File: src/design/assert_macros.svh
`ifndef ASSERT_MACROS_SVH
`define ASSERT_MACROS_SVH

// plain invariant, checked on every rising clock edge out of reset
`define MAC_ASSERT(lbl, cond) \
  lbl: assert property (@(posedge clk) disable iff (rst) (cond)) \
    else $error("assertion failed");

// implication, consequent in the same cycle
`define MAC_ASSERT_IMP(lbl, ante, cons) \
  lbl: assert property (@(posedge clk) disable iff (rst) (ante) |-> (cons)) \
    else $error("assertion failed");

// implication, consequent in the next cycle
`define MAC_ASSERT_NEXT(lbl, ante, cons) \
  lbl: assert property (@(posedge clk) disable iff (rst) (ante) |=> (cons)) \
    else $error("assertion failed");

`endif

File: src/design/macage_pkg.sv
`timescale 1ns / 1ps
package macage_pkg;

  localparam logic [1:0] ACT_UPDATE   = 2'd0;
  localparam logic [1:0] ACT_BY_KEY   = 2'd1;
  localparam logic [1:0] ACT_BY_SHORT = 2'd2;
  localparam logic [1:0] ACT_TICK     = 2'd3;

  localparam logic [1:0] KIND_UPDATE  = 2'd0;
  localparam logic [1:0] KIND_LOOKUP  = 2'd1;
  localparam logic [1:0] KIND_EXPIRED = 2'd2;
  localparam logic [1:0] KIND_DONE    = 2'd3;

  localparam logic [1:0] STAT_OK        = 2'd0;
  localparam logic [1:0] STAT_NOT_FOUND = 2'd1;
  localparam logic [1:0] STAT_FULL      = 2'd2;

  localparam logic [1:0] MEDIA_WIFI   = 2'd0;
  localparam logic [1:0] MEDIA_BLE    = 2'd1;
  localparam logic [1:0] MEDIA_LOWPAN = 2'd2;

  localparam logic [2:0] REG_LOCAL_NODE   = 3'd0;
  localparam logic [2:0] REG_LOCAL_SHORT  = 3'd1;
  localparam logic [2:0] REG_LOCAL_NET    = 3'd2;
  localparam logic [2:0] REG_WIFI_TMO     = 3'd3;
  localparam logic [2:0] REG_BLE_TMO      = 3'd4;
  localparam logic [2:0] REG_LOWPAN_TMO   = 3'd5;

  localparam logic [7:0] AGE_MAX = 8'hFF;

  typedef struct packed {
    logic [1:0]  action;
    logic [63:0] node_key;
    logic [15:0] short_id;
    logic [15:0] network_id;
    logic [15:0] via_short_id;
    logic [15:0] via_network_id;
    logic [1:0]  media;
  } in_item_t;

  typedef struct packed {
    logic [1:0]  kind;
    logic [1:0]  status;
    logic [63:0] out_node_key;
    logic [15:0] out_short_id;
    logic [15:0] out_network_id;
    logic [15:0] out_via_short_id;
    logic [15:0] out_via_network_id;
    logic [1:0]  out_media;
    logic [5:0]  entry_count;
    logic        last;
  } out_item_t;

  typedef struct packed {
    logic [63:0] local_node_id;
    logic [15:0] local_short_id;
    logic [15:0] local_network_id;
    logic [7:0]  wifi_timeout;
    logic [7:0]  ble_timeout;
    logic [7:0]  lowpan_timeout;
  } cfg_t;

  typedef enum logic [2:0] {
    CLS_UPDATE,
    CLS_LOCAL,
    CLS_BY_KEY,
    CLS_BY_SHORT,
    CLS_TICK
  } cls_t;

  typedef struct packed {
    cls_t     cls;
    in_item_t item;
  } req_t;

  typedef struct packed {
    logic [63:0] node_key;
    logic [15:0] short_id;
    logic [15:0] network_id;
    logic [15:0] via_short_id;
    logic [15:0] via_network_id;
    logic [1:0]  media;
    logic [7:0]  age;
  } entry_t;

  typedef enum logic [2:0] {
    B_IDLE,
    B_READ,
    B_CHECK,
    B_COMMIT,
    B_EMIT
  } back_state_t;

endpackage

File: src/design/macage_ram.sv
`timescale 1ns / 1ps
module macage_ram #(
  parameter int WIDTH = 8,
  parameter int DEPTH = 16
) (
  input  logic                                   clk,
  input  logic                                   wr_en,
  input  logic [((DEPTH > 1) ? $clog2(DEPTH) : 1)-1:0] wr_addr,
  input  logic [WIDTH-1:0]                       wr_data,
  input  logic [((DEPTH > 1) ? $clog2(DEPTH) : 1)-1:0] rd_addr,
  output logic [WIDTH-1:0]                       rd_data
);

  logic [WIDTH-1:0] mem [DEPTH];

  always_ff @(posedge clk) begin
    if (wr_en) begin
      mem[wr_addr] <= wr_data;
    end
    rd_data <= mem[rd_addr];
  end

endmodule

File: src/design/macage_front.sv
`timescale 1ns / 1ps
`include "assert_macros.svh"
module macage_front import macage_pkg::*; (
  input  logic     clk,
  input  logic     rst,
  input  logic     in_valid,
  output logic     in_ready,
  input  in_item_t in_data,
  input  cfg_t     cfg,
  output logic     q_valid,
  input  logic     q_ready,
  output req_t     q_req
);

  logic [1:0] count;
  logic       wr_ptr;
  logic       rd_ptr;
  req_t       slots [2];
  req_t       req_in;
  logic       push;
  logic       pop;

  always_comb begin
    req_in.item = in_data;
    unique case (in_data.action)
      ACT_UPDATE:   req_in.cls = CLS_UPDATE;
      ACT_BY_KEY:   req_in.cls = (in_data.node_key == cfg.local_node_id) ? CLS_LOCAL
                                                                         : CLS_BY_KEY;
      ACT_BY_SHORT: req_in.cls = CLS_BY_SHORT;
      default:      req_in.cls = CLS_TICK;
    endcase
  end

  assign in_ready = (count != 2'd2);
  assign q_valid  = (count != 2'd0);
  assign q_req    = slots[rd_ptr];
  assign push     = in_valid && in_ready;
  assign pop      = q_valid && q_ready;

  always_ff @(posedge clk) begin
    if (rst) begin
      count  <= 2'd0;
      wr_ptr <= 1'b0;
      rd_ptr <= 1'b0;
    end else begin
      if (push) begin
        wr_ptr <= ~wr_ptr;
      end
      if (pop) begin
        rd_ptr <= ~rd_ptr;
      end
      if (push && !pop) begin
        count <= count + 2'd1;
      end else if (pop && !push) begin
        count <= count - 2'd1;
      end
    end
  end

  always_ff @(posedge clk) begin
    if (push) begin
      slots[wr_ptr] <= req_in;
    end
  end

  `MAC_ASSERT(fifo_bound, count <= 2'd2)
  `MAC_ASSERT_IMP(fifo_ptrs, count == 2'd0 || count == 2'd2, wr_ptr == rd_ptr)

endmodule

File: src/design/macage_back.sv
`timescale 1ns / 1ps
`include "assert_macros.svh"
module macage_back import macage_pkg::*; #(
  parameter int CAPACITY = 16
) (
  input  logic      clk,
  input  logic      rst,
  input  logic      q_valid,
  output logic      q_ready,
  input  req_t      q_req,
  input  cfg_t      cfg,
  output logic      out_valid,
  input  logic      out_ready,
  output out_item_t out_data
);

  localparam int IDX_W = (CAPACITY > 1) ? $clog2(CAPACITY) : 1;
  localparam logic [IDX_W-1:0] LAST_IDX = IDX_W'(CAPACITY - 1);

  back_state_t         state;
  back_state_t         state_next;
  req_t                req;
  logic [IDX_W-1:0]    idx;
  logic                pass2;
  logic                found;
  logic                full;
  logic [IDX_W-1:0]    sel_idx;
  logic                free_found;
  logic [IDX_W-1:0]    free_idx;
  entry_t              hit_e;
  logic [5:0]          exp_cnt;
  logic [5:0]          cnt_final;
  logic [CAPACITY-1:0] valid_bits;
  logic [5:0]          valid_count;

  entry_t              rd_data;
  entry_t              wr_data;
  logic                wr_en;
  logic [IDX_W-1:0]    wr_addr;

  entry_t              e;
  logic                v;
  logic [7:0]          age_n;
  logic [7:0]          tmo;
  logic                expired;
  logic                search_hit;
  logic                last_slot;
  logic                out_free;
  logic                emit_exp;
  out_item_t           res_final;
  out_item_t           res_exp;

  macage_ram #(
    .WIDTH($bits(entry_t)),
    .DEPTH(CAPACITY)
  ) u_ram (
    .clk    (clk),
    .wr_en  (wr_en),
    .wr_addr(wr_addr),
    .wr_data(wr_data),
    .rd_addr(idx),
    .rd_data(rd_data)
  );

  always_comb begin
    e         = rd_data;
    v         = valid_bits[idx];
    age_n     = (e.age == AGE_MAX) ? AGE_MAX : e.age + 8'd1;
    case (e.media)
      MEDIA_WIFI:   tmo = cfg.wifi_timeout;
      MEDIA_BLE:    tmo = cfg.ble_timeout;
      MEDIA_LOWPAN: tmo = cfg.lowpan_timeout;
      default:      tmo = 8'd0;
    endcase
    expired   = v && (age_n > tmo);
    last_slot = (idx == LAST_IDX);
    out_free  = !out_valid || out_ready;
    case (req.cls) inside
      CLS_UPDATE, CLS_BY_KEY: search_hit = v && (e.node_key == req.item.node_key);
      CLS_BY_SHORT: search_hit = v && (e.short_id == req.item.short_id)
                                   && (e.network_id == req.item.network_id);
      default:      search_hit = 1'b0;
    endcase
  end

  // next state
  always_comb begin
    state_next = state;
    unique case (state)
      B_IDLE: begin
        if (q_valid) begin
          state_next = (q_req.cls == CLS_LOCAL) ? B_EMIT : B_READ;
        end
      end
      B_READ: state_next = B_CHECK;
      B_CHECK: begin
        case (req.cls)
          CLS_TICK: begin
            if (!pass2) begin
              state_next = B_READ;
            end else if (expired && !out_free) begin
              state_next = B_CHECK;
            end else begin
              state_next = last_slot ? B_EMIT : B_READ;
            end
          end
          CLS_UPDATE: state_next = (search_hit || last_slot) ? B_COMMIT : B_READ;
          default:    state_next = (search_hit || last_slot) ? B_EMIT : B_READ;
        endcase
      end
      B_COMMIT: state_next = B_EMIT;
      B_EMIT: begin
        if (out_free) begin
          state_next = B_IDLE;
        end
      end
      default: state_next = B_IDLE;
    endcase
  end

  // outputs of the sequencer
  always_comb begin
    q_ready  = 1'b0;
    wr_en    = 1'b0;
    wr_addr  = idx;
    wr_data  = e;
    wr_data.age = age_n;
    emit_exp = 1'b0;
    unique case (state)
      B_IDLE: q_ready = 1'b1;
      B_CHECK: begin
        if (req.cls == CLS_TICK && pass2) begin
          wr_en    = v && !expired;
          emit_exp = expired && out_free;
        end
      end
      B_COMMIT: begin
        wr_en   = found || free_found;
        wr_addr = found ? sel_idx : free_idx;
        wr_data.node_key       = req.item.node_key;
        wr_data.short_id       = req.item.short_id;
        wr_data.network_id     = req.item.network_id;
        wr_data.via_short_id   = req.item.via_short_id;
        wr_data.via_network_id = req.item.via_network_id;
        wr_data.media          = req.item.media;
        wr_data.age            = 8'd0;
      end
      default: q_ready = 1'b0;
    endcase
  end

  always_comb begin
    res_exp                    = '0;
    res_exp.kind               = KIND_EXPIRED;
    res_exp.status             = STAT_OK;
    res_exp.out_node_key       = e.node_key;
    res_exp.out_short_id       = e.short_id;
    res_exp.out_network_id     = e.network_id;
    res_exp.out_via_short_id   = e.via_short_id;
    res_exp.out_via_network_id = e.via_network_id;
    res_exp.out_media          = e.media;
    res_exp.entry_count        = cnt_final;
    res_exp.last               = 1'b0;

    res_final             = '0;
    res_final.entry_count = valid_count;
    res_final.last        = 1'b1;
    case (req.cls) inside
      CLS_UPDATE: begin
        res_final.kind = KIND_UPDATE;
        if (full) begin
          res_final.status = STAT_FULL;
        end else begin
          res_final.out_node_key       = req.item.node_key;
          res_final.out_short_id       = req.item.short_id;
          res_final.out_network_id     = req.item.network_id;
          res_final.out_via_short_id   = req.item.via_short_id;
          res_final.out_via_network_id = req.item.via_network_id;
          res_final.out_media          = req.item.media;
        end
      end
      CLS_LOCAL: begin
        res_final.kind           = KIND_LOOKUP;
        res_final.out_node_key   = cfg.local_node_id;
        res_final.out_short_id   = cfg.local_short_id;
        res_final.out_network_id = cfg.local_network_id;
      end
      CLS_BY_KEY, CLS_BY_SHORT: begin
        res_final.kind = KIND_LOOKUP;
        if (found) begin
          res_final.out_node_key       = hit_e.node_key;
          res_final.out_short_id       = hit_e.short_id;
          res_final.out_network_id     = hit_e.network_id;
          res_final.out_via_short_id   = hit_e.via_short_id;
          res_final.out_via_network_id = hit_e.via_network_id;
        end else begin
          res_final.status = STAT_NOT_FOUND;
        end
      end
      default: res_final.kind = KIND_DONE;
    endcase
  end

  always_ff @(posedge clk) begin
    if (rst) begin
      state       <= B_IDLE;
      valid_bits  <= '0;
      valid_count <= 6'd0;
      out_valid   <= 1'b0;
    end else begin
      state <= state_next;
      if (out_valid && out_ready) begin
        out_valid <= 1'b0;
      end
      if (emit_exp) begin
        valid_bits[idx] <= 1'b0;
        valid_count     <= valid_count - 6'd1;
        out_valid       <= 1'b1;
      end
      if (state == B_COMMIT && !found && free_found) begin
        valid_bits[free_idx] <= 1'b1;
        valid_count          <= valid_count + 6'd1;
      end
      if (state == B_EMIT && out_free) begin
        out_valid <= 1'b1;
      end
    end
  end

  always_ff @(posedge clk) begin
    if (state == B_IDLE && q_valid) begin
      req        <= q_req;
      idx        <= '0;
      pass2      <= 1'b0;
      found      <= 1'b0;
      free_found <= 1'b0;
      exp_cnt    <= 6'd0;
    end
    if (state == B_CHECK) begin
      if (search_hit) begin
        found   <= 1'b1;
        sel_idx <= idx;
        hit_e   <= e;
      end
      if (req.cls == CLS_UPDATE && !v && !free_found) begin
        free_found <= 1'b1;
        free_idx   <= idx;
      end
      // first tick pass only counts, so every expired result carries the final count
      if (req.cls == CLS_TICK && !pass2) begin
        if (expired) begin
          exp_cnt <= exp_cnt + 6'd1;
        end
        if (last_slot) begin
          pass2     <= 1'b1;
          cnt_final <= valid_count - exp_cnt - {5'd0, expired};
        end
      end
      if (state_next == B_READ) begin
        idx <= last_slot ? '0 : idx + IDX_W'(1);
      end
    end
    if (state == B_COMMIT) begin
      full <= !found && !free_found;
    end
    if (emit_exp) begin
      out_data <= res_exp;
    end else if (state == B_EMIT && out_free) begin
      out_data <= res_final;
    end
  end

  `MAC_ASSERT(count_tracks_bits, valid_count == 6'($countones(valid_bits)))
  `MAC_ASSERT_IMP(drop_bounded, state == B_CHECK && pass2 && req.cls == CLS_TICK,
                  valid_count >= cnt_final)
  `MAC_ASSERT_NEXT(idle_takes_req, state == B_IDLE && q_valid,
                   state == B_READ || state == B_EMIT)

endmodule

File: src/design/mesh_address_cache_aging_top.sv
`timescale 1ns / 1ps
// channel   | handshake                  | payload
// ----------+----------------------------+---------------------------
// input     | in_valid / in_ready        | in_data  (in_item_t)
// output    | out_valid / out_ready      | out_data (out_item_t)
// config    | psel penable pwrite pready | paddr pwdata prdata
//
// a lookup or update scans the table one slot at a time (read, then check) and stops at a hit or the last slot
// a tick makes two scans (count, then age and drop); an expired result can stall the second scan on output
// a lookup of the local node id is answered without a scan; the slot store is one single-port-read RAM
// a two-deep request queue lets input be taken while the sequencer works or output stalls
// synchronous reset clears the slot valid bits and the count at once, no clearing pass
module mesh_address_cache_aging_top import macage_pkg::*; #(
  parameter int CAPACITY = 16
) (
  input  logic        clk,
  input  logic        rst,
  input  logic        in_valid,
  output logic        in_ready,
  input  in_item_t    in_data,
  output logic        out_valid,
  input  logic        out_ready,
  output out_item_t   out_data,
  input  logic        psel,
  input  logic        penable,
  input  logic        pwrite,
  input  logic [5:0]  paddr,
  input  logic [63:0] pwdata,
  output logic [63:0] prdata,
  output logic        pready
);

  cfg_t       cfg;
  logic       cfg_wr;
  logic [2:0] reg_sel;
  logic       q_valid;
  logic       q_ready;
  req_t       q_req;

  assign pready  = 1'b1;
  assign cfg_wr  = psel && penable && pwrite;
  assign reg_sel = paddr[5:3];

  always_ff @(posedge clk) begin
    if (rst) begin
      cfg <= '0;
    end else if (cfg_wr) begin
      case (reg_sel)
        REG_LOCAL_NODE:  cfg.local_node_id    <= pwdata;
        REG_LOCAL_SHORT: cfg.local_short_id   <= pwdata[15:0];
        REG_LOCAL_NET:   cfg.local_network_id <= pwdata[15:0];
        REG_WIFI_TMO:    cfg.wifi_timeout     <= pwdata[7:0];
        REG_BLE_TMO:     cfg.ble_timeout      <= pwdata[7:0];
        REG_LOWPAN_TMO:  cfg.lowpan_timeout   <= pwdata[7:0];
        default: ;
      endcase
    end
  end

  always_comb begin
    unique case (reg_sel)
      REG_LOCAL_NODE:  prdata = cfg.local_node_id;
      REG_LOCAL_SHORT: prdata = {48'd0, cfg.local_short_id};
      REG_LOCAL_NET:   prdata = {48'd0, cfg.local_network_id};
      REG_WIFI_TMO:    prdata = {56'd0, cfg.wifi_timeout};
      REG_BLE_TMO:     prdata = {56'd0, cfg.ble_timeout};
      REG_LOWPAN_TMO:  prdata = {56'd0, cfg.lowpan_timeout};
      default:         prdata = 64'd0;
    endcase
  end

  macage_front u_front (
    .clk     (clk),
    .rst     (rst),
    .in_valid(in_valid),
    .in_ready(in_ready),
    .in_data (in_data),
    .cfg     (cfg),
    .q_valid (q_valid),
    .q_ready (q_ready),
    .q_req   (q_req)
  );

  macage_back #(
    .CAPACITY(CAPACITY)
  ) u_back (
    .clk      (clk),
    .rst      (rst),
    .q_valid  (q_valid),
    .q_ready  (q_ready),
    .q_req    (q_req),
    .cfg      (cfg),
    .out_valid(out_valid),
    .out_ready(out_ready),
    .out_data (out_data)
  );

endmodule
File: config.mk
export PLATFORM = sky130hd
export DESIGN_NAME = mesh_address_cache_aging_top
export DESIGN_NICKNAME = d
export VERILOG_FILES = /design/src/design/macage_pkg.sv /design/src/design/macage_ram.sv /design/src/design/macage_front.sv /design/src/design/macage_back.sv /design/src/design/mesh_address_cache_aging_top.sv
export VERILOG_INCLUDE_DIRS = /design/src /design/src/design
export SDC_FILE = /design/constraint.sdc
export NUM_CORES = 2
export LEC_CHECK = 0
export BUFFER_PORTS_ARGS = -buffer_cell sky130_fd_sc_hd__buf_2
export CAP_MARGIN = 10
export CORE_UTILIZATION = 33
export DETAILED_ROUTE_END_ITERATION = 7
export PLACE_DENSITY = 0.45
export SLEW_MARGIN = 10
export SYNTH_ARGS = -nofsm -noshare
export SYNTH_HDL_FRONTEND = slang
export SYNTH_HIERARCHICAL = 1
export SYNTH_SLANG_ARGS = --single-unit
export TNS_END_PERCENT = 30
File: constraint.sdc
create_clock -name clk -period 39.6 [get_ports clk]
set_input_delay 7.92 -clock clk [delete_from_list [all_inputs] [get_ports clk]]
set_output_delay 7.92 -clock clk [all_outputs]
set_load 0.05 [all_outputs]
==> impl_metrics.csv <==
group,metric,value,unit
run_status,status,"complete, no violations",
global_route,grt_pass1_wl,558000,um
critical_path,r2r_cells,13,
floorplanning,start_util,0.332,
global_route,grtUsageMet2,0.345,
cells_and_area,most-common-layout-cells,"edfxtp_1 (2886), nand2_1 (672), mux4_2 (525), buf_2 (411), a22oi_1 (382)",
power_and_ir_drop,p_leak,46.2,nW
clock_tree,htreeDepth,5,
synthesis,syn_avg_cell_area,18.2,um^2
cells_and_area,ff_latch_area,92800,um^2
global_route,grt_pass1_vias,68200,
route,vias,67200,
global_route,antenna_found_initial,56,
clock_tree,root_buffer,"clkbuf_16",
sta,grt_setup_unrepaired,"false",
clock_tree,clk_latency,950,ps
sta,tightestPinTransition,1290,ps
floorplanning,rows,225,
global_route,grt_overflow_total,0,
cells_and_area,areaGrowthSynthToFinish,16.2,%
synthesis,syn-num-nets,7077,
global_route,grtUsageTotal,0.210,
route,drt_iter0_markers,7265,
floorplanning,die_h,616,um
route,routedWlPerCell,32.0,um
clock_tree,tritoncts,"done",
placed_design,port_buffers,412,
critical_path,cp.arrival,10170,ps
sta,min_period,18090,ps
sta,slew_headroom,0.143,
clock_tree,ctsHoldBuffers,0,
power_and_ir_drop,ir_worst_vdd,0.0494,mV
sta,holdWs,453,ps
global_route,use_met1,0.291,
sta,setup_viol,0,
clock_tree,path_clk_slew,60,ps
route,viasPerCell,5.29,
critical_path,critPathRequiredTime,31680,ps
route,first_pass_iters,5,
floorplanning,die_w,616,um
placed_design,dp_slack,21540,ps
flow_run,drv_cap,0,
min_path,hold_path_class,"reg -> reg",
cells_and_area,design_area,145000,um^2
sta,setup_slack,21510,ps
cells_and_area,drive_above_1_share,0.248,
critical_path,critPathMaxFanout,31,
floorplanning,core-area,376000,um^2
synthesis,synth.yosys.warnings,6,
placed_design,place_congestion,0.799,
clock_tree,cts_setup_buffers,0,
floorplanning,ios,417,
route,routed_wl,406000,um
cells_and_area,mostFrequentLayoutCell,"edfxtp_1",
sta,hold_violations,0,
synthesis,syn_inst,6838,
critical_path,cp-start-kind,"input pin",
critical_path,critical_path_class,"in -> out",
sta,slew_violations,0,
sta,setup_tns,0,ps
sta,fmax,0.0553,GHz
critical_path,end_kind,"primary output",
route,antenna_left,0,
route,route.detailed.drc,0,
sta,period_share,0.457,
floorplanning,dieArea,380000,um^2
cells_and_area,fillers,34600,
clock_tree,clock-sinks,3193,
clock_tree,post_cts_resized,0,
synthesis,netlist_area,125000,um^2
placed_design,placed_area,133000,um^2
min_path,min_path_cells,1,
cells_and_area,multi_input_comb_area,30000,um^2
sta,fin_skew,67.1,ps
clock_tree,numCtsBuffers,358,
clock_tree,clockBufferDepth,4,
cells_and_area,fin_nets,7628,
placed_design,dpl.hpwl,232000,um
global_route,met3_usage,0.0265,
global_route,grt-busiest-layer,"met2",
global_route,grt_max_degree,100,
power_and_ir_drop,p_per_area,58.9,nW/um^2
-- worst paths after layout --
| check | start | end | slack (ps) |
|---|---|---|---|
| worst max register to register | u_back/u_ram/rd_data[8] | u_back/u_ram/mem[2][46] | 31270 |
| worst min register to register | u_back/out_data[139] | u_back/out_data[139] | 450 |
| worst min-delay path | u_back/out_data[139] | u_back/out_data[139] | 450 |
| worst max-delay path | paddr[3] | prdata[9] | 21510 |
-- state kept, by name, indices dropped and copies added (netlist names), 2 cells and up, named ones only --
name                  flops
u_back/u_ram/mem       2208
u_front/slots           266
u_back/out_data         141
u_back/u_ram/rd_data    138
u_back/req              133
u_back/hit_e            128
cfg                     120
u_back/valid_bits        16
u_back/cnt_final          6
u_back/exp_cnt            6
u_back/valid_count        6
u_back/free_idx           4
u_back/idx                4
u_back/sel_idx            4
u_back/state              3
u_front/count             2
-- per-stage QoR --
step	cells	power, mW	util
after floorplan	6838	4.74	-
after global placement	12000	5.19	0.353
after detailed placement	12000	5.21	0.353
after CTS	12700	8.61	0.385
after global routing	12700	8.79	0.385
final	12700	8.52	0.385
-- cell type report --
type	count	share of cell area
Sequential cell	3193	0.642
Multi-Input combinational cell	3238	0.207
Clock buffer	485	0.0693
Tap cell	4994	0.0432
Timing Repair Buffer	562	0.0235
Clock inverter	183	0.0140
Inverter	36	0.00107
Antenna cell	20	0.000346
-- per-layer routing --
metal | part of all wire | up-vias
li1 | - | 28200
met4 | 0.029 | 26
met1 | 0.44 | 36400
met2 | 0.48 | 2107
met3 | 0.055 | 552
met5 | 0.00042 | -
-- worst max-delay path, cell delays in order --
cell	delay, ps
buf_2	370
nor2b_1	900
a22oi_1	220
nor2_1	380
buf_2	350
-- report_power, final --
| part | internal, mW | total (mW) | switching, mW | leakage, nW |
|---|---|---|---|---|
| Combinational | 0.336 | 1.03 | 0.699 | 11.7 |
| Clock | 2.01 | 3.40 | 1.39 | 5.91 |
| Sequential | 3.93 | 4.09 | 0.161 | 28.5 |
| Total | 6.28 | 8.52 | 2.25 | 46.2 |
Note: power is estimated with default switching activity, not from simulation.
